**src/rtl/integer_to_ascii_radix_core_defines.svh**
```systemverilog
// Assertion macros for the integer to ASCII radix converter.
// Depends on nothing; the including module must have clk and rst_n in scope.
`ifndef INTEGER_TO_ASCII_RADIX_CORE_DEFINES_SVH
`define INTEGER_TO_ASCII_RADIX_CORE_DEFINES_SVH

// Consequence must hold in the same cycle as the antecedent.
`define ITOAR_ASSERT_SAME(lbl, ante, cons, msg) \
  lbl: assert property (@(posedge clk) disable iff (!rst_n) (ante) |-> (cons)) \
    else $error(msg);

// Consequence must hold in the cycle after the antecedent.
`define ITOAR_ASSERT_NEXT(lbl, ante, cons, msg) \
  lbl: assert property (@(posedge clk) disable iff (!rst_n) (ante) |=> (cons)) \
    else $error(msg);

`endif

```
**src/rtl/itoar_pkg.sv**
```systemverilog
// Shared types, constants and the digit encoding of the radix converter.
// No dependencies.
package itoar_pkg;

  localparam int WORD_BITS      = 32;
  localparam int VALUE_W        = 32;
  localparam int BASE_W         = 6;
  localparam int CHAR_W         = 7;
  // Quotient bits retired per division cycle.
  localparam int DIV_BITS       = 4;
  localparam int DIV_CYCLES     = WORD_BITS / DIV_BITS;
  localparam int STEP_W         = (DIV_CYCLES > 1) ? $clog2(DIV_CYCLES) : 1;
  localparam int STACK_DEPTH    = WORD_BITS;
  localparam int IDX_W          = $clog2(STACK_DEPTH);
  localparam int CNT_W          = $clog2(STACK_DEPTH + 1);

  localparam logic [BASE_W-1:0] BASE_MIN = BASE_W'(2);
  localparam logic [BASE_W-1:0] BASE_MAX = BASE_W'(36);
  localparam logic [BASE_W-1:0] BASE_DEC = BASE_W'(10);

  localparam logic [CHAR_W-1:0] CHAR_ZERO     = 7'h30;
  localparam logic [CHAR_W-1:0] CHAR_LETTER   = 7'h37;  // 'A' minus ten
  localparam logic [CHAR_W-1:0] CHAR_MINUS    = 7'h2D;
  localparam logic [CHAR_W-1:0] CHAR_NONE     = 7'h00;

  typedef struct packed {
    logic [VALUE_W-1:0] value;
    logic [BASE_W-1:0]  base;
    logic               signed_mode;
  } itoar_req_t;

  typedef struct packed {
    logic [CHAR_W-1:0] char_out;
    logic              last;
    logic              bad_base;
  } itoar_res_t;

  typedef struct packed {
    logic load;
    logic emit_bad;
    logic div_step;
    logic push_digit;
    logic push_minus;
    logic pop;
  } itoar_cmd_t;

  typedef struct packed {
    logic base_bad;
    logic neg;
    logic div_done;
    logic quot_zero;
    logic last_char;
  } itoar_stat_t;

  function automatic logic [CHAR_W-1:0] digit_char(input logic [BASE_W-1:0] d);
    logic [CHAR_W-1:0] dx;
    dx = CHAR_W'(d);
    if (d < BASE_DEC) begin
      return CHAR_ZERO + dx;
    end
    return CHAR_LETTER + dx;
  endfunction

endpackage

```
**src/rtl/integer_to_ascii_radix_core.sv**
```systemverilog
// Top level of the integer to ASCII radix converter.
// Depends on itoar_pkg, itoar_ctrl, itoar_dp and integer_to_ascii_radix_core_defines.svh.
//
// A request is taken when start is high and busy is low. Its text leaves most significant
// character first, one character per cycle on out_res while out_valid is high, with last
// set on the final one; the receiver cannot stall, so characters must be captured as they
// appear. Each digit costs one division of the word by the base in a shared shift-subtract
// unit retiring four quotient bits a cycle, followed by a step that stacks the digit; a
// minus sign is stacked after the digits for a negative value in signed decimal mode, so
// it leaves first. A bad base is answered by a single error result in the cycle after the
// request, without raising busy.
`include "integer_to_ascii_radix_core_defines.svh"

module integer_to_ascii_radix_core (
  input  logic                  clk,
  input  logic                  rst_n,
  input  logic                  start,
  output logic                  busy,
  input  itoar_pkg::itoar_req_t in_req,
  output logic                  out_valid,
  output itoar_pkg::itoar_res_t out_res
);

  itoar_pkg::itoar_cmd_t  cmd;
  itoar_pkg::itoar_stat_t stat;

  itoar_ctrl u_ctrl (
    .clk   (clk),
    .rst_n (rst_n),
    .start (start),
    .stat  (stat),
    .cmd   (cmd),
    .busy  (busy)
  );

  itoar_dp u_dp (
    .clk       (clk),
    .rst_n     (rst_n),
    .in_req    (in_req),
    .cmd       (cmd),
    .stat      (stat),
    .out_valid (out_valid),
    .out_res   (out_res)
  );

  `ITOAR_ASSERT_NEXT(a_bad_base_answered, start && !busy && stat.base_bad,
                     out_valid && out_res.bad_base && out_res.last,
                     "bad base request not answered by an error result")
  `ITOAR_ASSERT_SAME(a_bad_result_form, out_valid && out_res.bad_base,
                     out_res.last && (out_res.char_out == itoar_pkg::CHAR_NONE),
                     "malformed error result")
  `ITOAR_ASSERT_NEXT(a_load_sets_busy, cmd.load, busy, "accepted request did not raise busy")
  `ITOAR_ASSERT_NEXT(a_text_unbroken, out_valid && !out_res.last,
                     out_valid && !out_res.bad_base, "character stream broken before last")

endmodule

```
**src/rtl/itoar_dp.sv**
```systemverilog
// Datapath of the radix converter: shift-subtract divider, digit stack, result register.
// Depends on itoar_pkg.
module itoar_dp (
  input  logic                 clk,
  input  logic                 rst_n,
  input  itoar_pkg::itoar_req_t  in_req,
  input  itoar_pkg::itoar_cmd_t  cmd,
  output itoar_pkg::itoar_stat_t stat,
  output logic                 out_valid,
  output itoar_pkg::itoar_res_t  out_res
);

  logic [itoar_pkg::WORD_BITS-1:0] work_r, work_nxt;
  logic [itoar_pkg::BASE_W-1:0]    rem_r, rem_nxt;
  logic [itoar_pkg::BASE_W-1:0]    base_r;
  logic                            neg_r;
  logic [itoar_pkg::STEP_W-1:0]    step_r, step_nxt;
  logic [itoar_pkg::CNT_W-1:0]     cnt_r, cnt_nxt;
  logic [itoar_pkg::CHAR_W-1:0]    stack_r [itoar_pkg::STACK_DEPTH];
  logic                            out_valid_r, out_valid_nxt;
  itoar_pkg::itoar_res_t           out_res_r, out_res_nxt;

  logic [itoar_pkg::WORD_BITS-1:0] in_word;
  logic                            in_neg;
  logic [itoar_pkg::WORD_BITS-1:0] in_mag;
  logic [itoar_pkg::WORD_BITS-1:0] div_work;
  logic [itoar_pkg::BASE_W-1:0]    div_rem;
  logic [itoar_pkg::CNT_W-1:0]     cnt_dec;
  logic [itoar_pkg::IDX_W-1:0]     push_idx, pop_idx;
  logic                            push_en;
  logic [itoar_pkg::CHAR_W-1:0]    push_char;

  assign in_word = in_req.value[itoar_pkg::WORD_BITS-1:0];
  assign in_neg  = in_req.signed_mode && (in_req.base == itoar_pkg::BASE_DEC) &&
                   in_word[itoar_pkg::WORD_BITS-1];
  assign in_mag  = in_neg ? (~in_word) + itoar_pkg::WORD_BITS'(1) : in_word;

  // Several restoring division steps per cycle; the remainder stays below the base.
  always_comb begin
    logic [itoar_pkg::WORD_BITS-1:0] w;
    logic [itoar_pkg::BASE_W:0]      r;
    logic                            q;
    w = work_r;
    r = {1'b0, rem_r};
    for (int i = 0; i < itoar_pkg::DIV_BITS; i++) begin
      r = {r[itoar_pkg::BASE_W-1:0], w[itoar_pkg::WORD_BITS-1]};
      q = (r >= {1'b0, base_r});
      if (q) begin
        r = r - {1'b0, base_r};
      end
      w = {w[itoar_pkg::WORD_BITS-2:0], q};
    end
    div_work = w;
    div_rem  = r[itoar_pkg::BASE_W-1:0];
  end

  assign cnt_dec  = cnt_r - itoar_pkg::CNT_W'(1);
  assign push_idx = cnt_r[itoar_pkg::IDX_W-1:0];
  assign pop_idx  = cnt_dec[itoar_pkg::IDX_W-1:0];
  assign push_en  = cmd.push_digit || cmd.push_minus;
  assign push_char = cmd.push_minus ? itoar_pkg::CHAR_MINUS : itoar_pkg::digit_char(rem_r);

  always_comb begin
    work_nxt      = work_r;
    rem_nxt       = rem_r;
    step_nxt      = step_r;
    cnt_nxt       = cnt_r;
    out_valid_nxt = 1'b0;
    out_res_nxt   = out_res_r;
    if (cmd.load) begin
      work_nxt = in_mag;
      rem_nxt  = '0;
      step_nxt = '0;
      cnt_nxt  = '0;
    end
    if (cmd.div_step) begin
      work_nxt = div_work;
      rem_nxt  = div_rem;
      step_nxt = (step_r == itoar_pkg::STEP_W'(itoar_pkg::DIV_CYCLES - 1)) ?
                 '0 : step_r + itoar_pkg::STEP_W'(1);
    end
    if (cmd.push_digit) begin
      rem_nxt = '0;
    end
    if (push_en) begin
      cnt_nxt = cnt_r + itoar_pkg::CNT_W'(1);
    end
    if (cmd.pop) begin
      cnt_nxt       = cnt_dec;
      out_valid_nxt = 1'b1;
      out_res_nxt   = '{char_out: stack_r[pop_idx],
                        last: (cnt_r == itoar_pkg::CNT_W'(1)), bad_base: 1'b0};
    end
    if (cmd.emit_bad) begin
      out_valid_nxt = 1'b1;
      out_res_nxt   = '{char_out: itoar_pkg::CHAR_NONE, last: 1'b1, bad_base: 1'b1};
    end
  end

  always_ff @(posedge clk) begin
    if (!rst_n) begin
      step_r      <= '0;
      cnt_r       <= '0;
      out_valid_r <= 1'b0;
    end else begin
      step_r      <= step_nxt;
      cnt_r       <= cnt_nxt;
      out_valid_r <= out_valid_nxt;
    end
  end

  always_ff @(posedge clk) begin
    work_r    <= work_nxt;
    rem_r     <= rem_nxt;
    out_res_r <= out_res_nxt;
    if (cmd.load) begin
      base_r <= in_req.base;
      neg_r  <= in_neg;
    end
    if (push_en) begin
      stack_r[push_idx] <= push_char;
    end
  end

  assign stat.base_bad  = (in_req.base < itoar_pkg::BASE_MIN) ||
                          (in_req.base > itoar_pkg::BASE_MAX);
  assign stat.neg       = neg_r;
  assign stat.div_done  = (step_r == itoar_pkg::STEP_W'(itoar_pkg::DIV_CYCLES - 1));
  assign stat.quot_zero = (work_r == '0);
  assign stat.last_char = (cnt_r == itoar_pkg::CNT_W'(1));

  assign out_valid = out_valid_r;
  assign out_res   = out_res_r;

endmodule

```
**src/rtl/itoar_ctrl.sv**
```systemverilog
// Controller of the radix converter: sequences division, digit pushes and character output.
// Depends on itoar_pkg.
module itoar_ctrl (
  input  logic                   clk,
  input  logic                   rst_n,
  input  logic                   start,
  input  itoar_pkg::itoar_stat_t stat,
  output itoar_pkg::itoar_cmd_t  cmd,
  output logic                   busy
);

  typedef enum logic [4:0] {
    S_IDLE  = 5'b00001,
    S_DIV   = 5'b00010,
    S_PUSH  = 5'b00100,
    S_MINUS = 5'b01000,
    S_EMIT  = 5'b10000
  } itoar_state_t;

  itoar_state_t state_r, state_nxt;

  always_comb begin
    state_nxt = state_r;
    cmd       = '0;
    unique case (state_r)
      S_IDLE: begin
        // A bad base is answered straight from idle with a single error result.
        if (start) begin
          if (stat.base_bad) begin
            cmd.emit_bad = 1'b1;
          end else begin
            cmd.load  = 1'b1;
            state_nxt = S_DIV;
          end
        end
      end
      S_DIV: begin
        cmd.div_step = 1'b1;
        if (stat.div_done) begin
          state_nxt = S_PUSH;
        end
      end
      S_PUSH: begin
        cmd.push_digit = 1'b1;
        if (!stat.quot_zero) begin
          state_nxt = S_DIV;
        end else if (stat.neg) begin
          state_nxt = S_MINUS;
        end else begin
          state_nxt = S_EMIT;
        end
      end
      S_MINUS: begin
        cmd.push_minus = 1'b1;
        state_nxt      = S_EMIT;
      end
      S_EMIT: begin
        cmd.pop = 1'b1;
        if (stat.last_char) begin
          state_nxt = S_IDLE;
        end
      end
      default: begin
        state_nxt = S_IDLE;
      end
    endcase
  end

  always_ff @(posedge clk) begin
    if (!rst_n) begin
      state_r <= S_IDLE;
    end else begin
      state_r <= state_nxt;
    end
  end

  assign busy = (state_r != S_IDLE);

endmodule
```
**config.mk**
```make
export PLATFORM = sky130hd
export DESIGN_NAME = integer_to_ascii_radix_core
export DESIGN_NICKNAME = d
export VERILOG_FILES = /design/src/rtl/itoar_pkg.sv /design/src/rtl/integer_to_ascii_radix_core.sv /design/src/rtl/itoar_dp.sv /design/src/rtl/itoar_ctrl.sv
export VERILOG_INCLUDE_DIRS = /design/src /design/src/rtl
export SDC_FILE = /design/constraint.sdc
export NUM_CORES = 1
export LEC_CHECK = 0
export ABC_CLOCK_PERIOD_IN_PS = 18590
export BUFFER_PORTS_ARGS = -buffer_cell sky130_fd_sc_hd__buf_2
export CAP_MARGIN = 10
export CORE_UTILIZATION = 55
export DETAILED_ROUTE_END_ITERATION = 12
export PLACE_DENSITY = 0.72
export SLEW_MARGIN = 10
export SYNTH_ARGS = -nofsm -noshare
export SYNTH_HDL_FRONTEND = slang
export SYNTH_SLANG_ARGS = --single-unit
```
**constraint.sdc**
```tcl
create_clock -name clk -period 18.59 [get_ports clk]
set_input_delay 3.718 -clock clk [delete_from_list [all_inputs] [get_ports clk]]
set_output_delay 3.718 -clock clk [all_outputs]
set_load 0.01 [all_outputs]
```
==> results by group <==
Run status
  • Status: complete, no violations

Timing
  • Clk_skew: 0.00849 ns
  • Max Fclk: 0.120 GHz
  • RSZ-0062 raised after global routing: false
  • Worst-Margin Slew: 1.24 ns
  • Fin. Hold Viols: 0
  • Final period util: 44.8%
  • Crit path time final: 8.33 ns
  • Setup_tns: 0 ns
  • Max-slew violations: 0
  • Relative slew slack: 16.8%
  • Setup-failing EPs final: 0

Placed design
  • Hpwl dp: 20300 microns
  • PortBufs: 52
  • Gpl congestion: 0.903

Clock network
  • Resize count post-CTS: 0
  • CTS tree: done
  • Worst skew pair latency: 0.55 ns
  • Setup Buffers After CTS: 0
  • Num Clock Sinks: 293
  • CTS Hold Bufs: 0
  • Clock transition at the registers of the reported paths: 0.06 ns
  • H-tree depth: 1
  • Root buf cell: clkbuf_16
  • Clk buf depth: 3
  • Total CTS buffers: 30

Critical path
  • Most common cell on crit path: o21ai_0
  • Critical Path Start Type: flop
  • Critical path class: reg2reg
  • CP Capture Type: flop
  • Slowest cell delay on critical path: 0.55 ns
  • Crit Path Max Fanout: 11
  • Worst path arrival time: 8.60 ns
  • WP data required: 18.86 ns
  • Crit path max-delay cell type: edfxtp_1

Logic synthesis
  • Mapped Nets: 1132
  • Post-synthesis instance area: 14000 sq um
  • Unique masters post-synth: 67
  • Synth Instances: 1052
  • Number of synthesized flops with an enable pin: 263
  • Flip-flop and latch count after synthesis: 293
  • Ys flop type: edfxtp_1
  • Post-synth ARST share: 0%
  • Yosys warnings: 0
  • Seq/Total Area, Yosys: 60.7%
  • Post-Syn Area per Cell: 13.3 sq um

Finish
  • Area Growth Syn to Fin: 12.0%
  • FILL cells: 1944
  • Most common cell after layout, fill and taps aside: edfxtp_1
  • Share of cells above drive strength 1: 17.8%
  • Fin util: 62.5%
  • Inserted Diodes: 0
  • Most frequent cells in the layout: edfxtp_1 (263), nand2_1 (136), nor2_1 (81)
  • NumNets Final: 1182

Global route
  • Gr usage total: 23.9%
  • First-pass GRT wire length: 47900 microns
  • Overflow after GRT: 0
  • Largest net degree at the start of global routing: 69
  • Vias in the first global route: 8705
  • Antenna violations before repair: 0

Die
  • FP Rows: 58
  • # IOs: 53
  • Die Span Y: 162 microns
  • Core Box Area: 25100 sq um
  • Initial cell density of the core: 55.8%
  • Die area: 26100 sq um
  • Die W: 162 microns

Drt
  • Initial drt markers: 731
  • DRT Wirelength: 30400 microns
  • Vias post-DR: 8837
  • Vias/cell: 6.07
  • Drt pass-1 iters: 5
  • DR WL/cell: 20.9 microns
  • DRT antenna net count: 0
  • DR DRC count: 0

Power
  • Reg power frac: 34.7%
  • Combinational fraction of design power: 41.2%
  • Leak: 5.26 nW
  • Switch Pwr: 0.969 mW
  • Clock share of power: 24.1%
  • Sw Share: 37.2%
  • Power per cell area: 166 nW/um^2
  • VDD IR-drop max: 0.185 mV
  • Int Power: 1.64 mW

Hold path
  • Worst min path class: reg2reg

Run
  • Max cap viols: 0
[critical path: cells and delay by family (launching register included)]
kind | cells | cell delay [ns]
DFF | 1 | 0.55
buffers and inverters | 3 | 0.45
adders and majority gates | 4 | 1.27
and+or+nand+nor | 6 | 1.51
AOI/OAI and AO/OA | 18 | 4.25
[synth_stat cells (6+ instances only)]
| library cell | number | area [sq um] |
|---|---|---|
| edfxtp_1 | 263 | 7900 |
| nand2_1 | 136 | 510 |
| nor2_1 | 82 | 308 |
| mux4_2 | 58 | 1310 |
| o21ai_0 | 57 | 285 |
| xor2_1 | 35 | 307 |
| ha_1 | 34 | 425 |
| inv_1 | 31 | 116 |
| clkbuf_1 | 30 | 113 |
| dfxtp_1 | 30 | 601 |
| nand3_1 | 26 | 130 |
| a21oi_1 | 22 | 110 |
| xnor2_1 | 16 | 140 |
| nor4_1 | 14 | 87.6 |
| a31oi_1 | 13 | 81.3 |
| nor2b_1 | 13 | 81.3 |
| a211oi_1 | 11 | 82.6 |
| nor3_1 | 11 | 55.1 |
| mux2i_1 | 10 | 100 |
| a21boi_0 | 9 | 67.6 |
| and3_1 | 9 | 56.3 |
| buf_2 | 9 | 45.0 |
| nand2b_1 | 7 | 43.8 |
| nand4_1 | 7 | 43.8 |
| o21a_1 | 7 | 52.6 |
| o21ai_1 | 7 | 35.0 |
| or3_1 | 7 | 43.8 |
| a311oi_1 | 6 | 52.6 |
| buf_1 | 6 | 22.5 |
| o211ai_1 | 6 | 45.0 |
[kinds of logic after synthesis]
group | count (synthesis) | synth area share [%]
compound gates | 177 | 8.45
xor+xnor | 51 | 3.19
fa+ha+maj | 38 | 3.61
buf+inv | 76 | 2.12
flops | 293 | 60.7
mux | 70 | 10.2
simple gates | 347 | 11.8
[state kept, by name, indices dropped and copies added (netlist names)]
signal          flops
u_dp.out_valid      1
u_dp.base_r         6
u_dp.work_r        32
u_ctrl.state_r      5
u_dp.step_r         3
u_dp.stack_r      224
u_dp.rem_r          6
u_dp.cnt_r          6
u_dp.out_res        9
u_dp.neg_r          1
[path summary, 6_finish.rpt]
path / from / end / slack, ns / cells after the start
worst max-delay path: u_dp.base_r[1] / u_dp.work_r[0] / 10.26 / 31
worst min-delay path: u_dp.step_r[1] / u_dp.step_r[1] / 0.48 / 2
worst max register to register: u_dp.base_r[1] / u_dp.work_r[0] / 10.26 / 31
worst min register to register: u_dp.step_r[1] / u_dp.step_r[1] / 0.48 / 2
[layout make-up]
class	count	area, sq um	share of cell area (%)
tap	330	413	2.63
sequential	293	8500	54.2
clock inverter	22	245	1.56
timing repair buffer	63	350	2.23
clock buffer	34	797	5.08
multi-input combinational	683	5260	33.6
inverter	31	116	0.742
[power groups by stage]
stage | clock (mW) | sequential, mW | combinational, mW
5_1_grt | 0.659 | 0.908 | 1.19
3_5_place_dp | 0 | 0.920 | 1.05
2_1_floorplan | 0 | 0.907 | 0.775
3_3_place_gp | 0 | 0.919 | 1.03
4_1_cts | 0.635 | 0.906 | 1.05
6_report | 0.628 | 0.905 | 1.07
[metrics by stage]
step	setup slack, ns	cells	hold WS [ns]	power [mW]	area, sq um
final	10.26	1456	0.480	2.61	15700
after floorplan	11.55	1052	0.458	1.68	14000
after CTS	10.40	1455	0.487	2.59	15700
after global placement	10.59	1399	0.467	1.95	14600
after detailed placement	10.44	1399	0.478	1.97	14600
after global routing	9.36	1456	0.506	2.76	15700
[routing by layer]
layer,up-vias,part of all wire [%],global-route usage (%)
met1,4323,42,32.0
met4,0,2.8,7.33
met2,317,49,40.7
met5,-,0,0
met3,60,5.8,3.36
li1,4137,-,-
No activity file was read; power rests on OpenSTA's default activity.
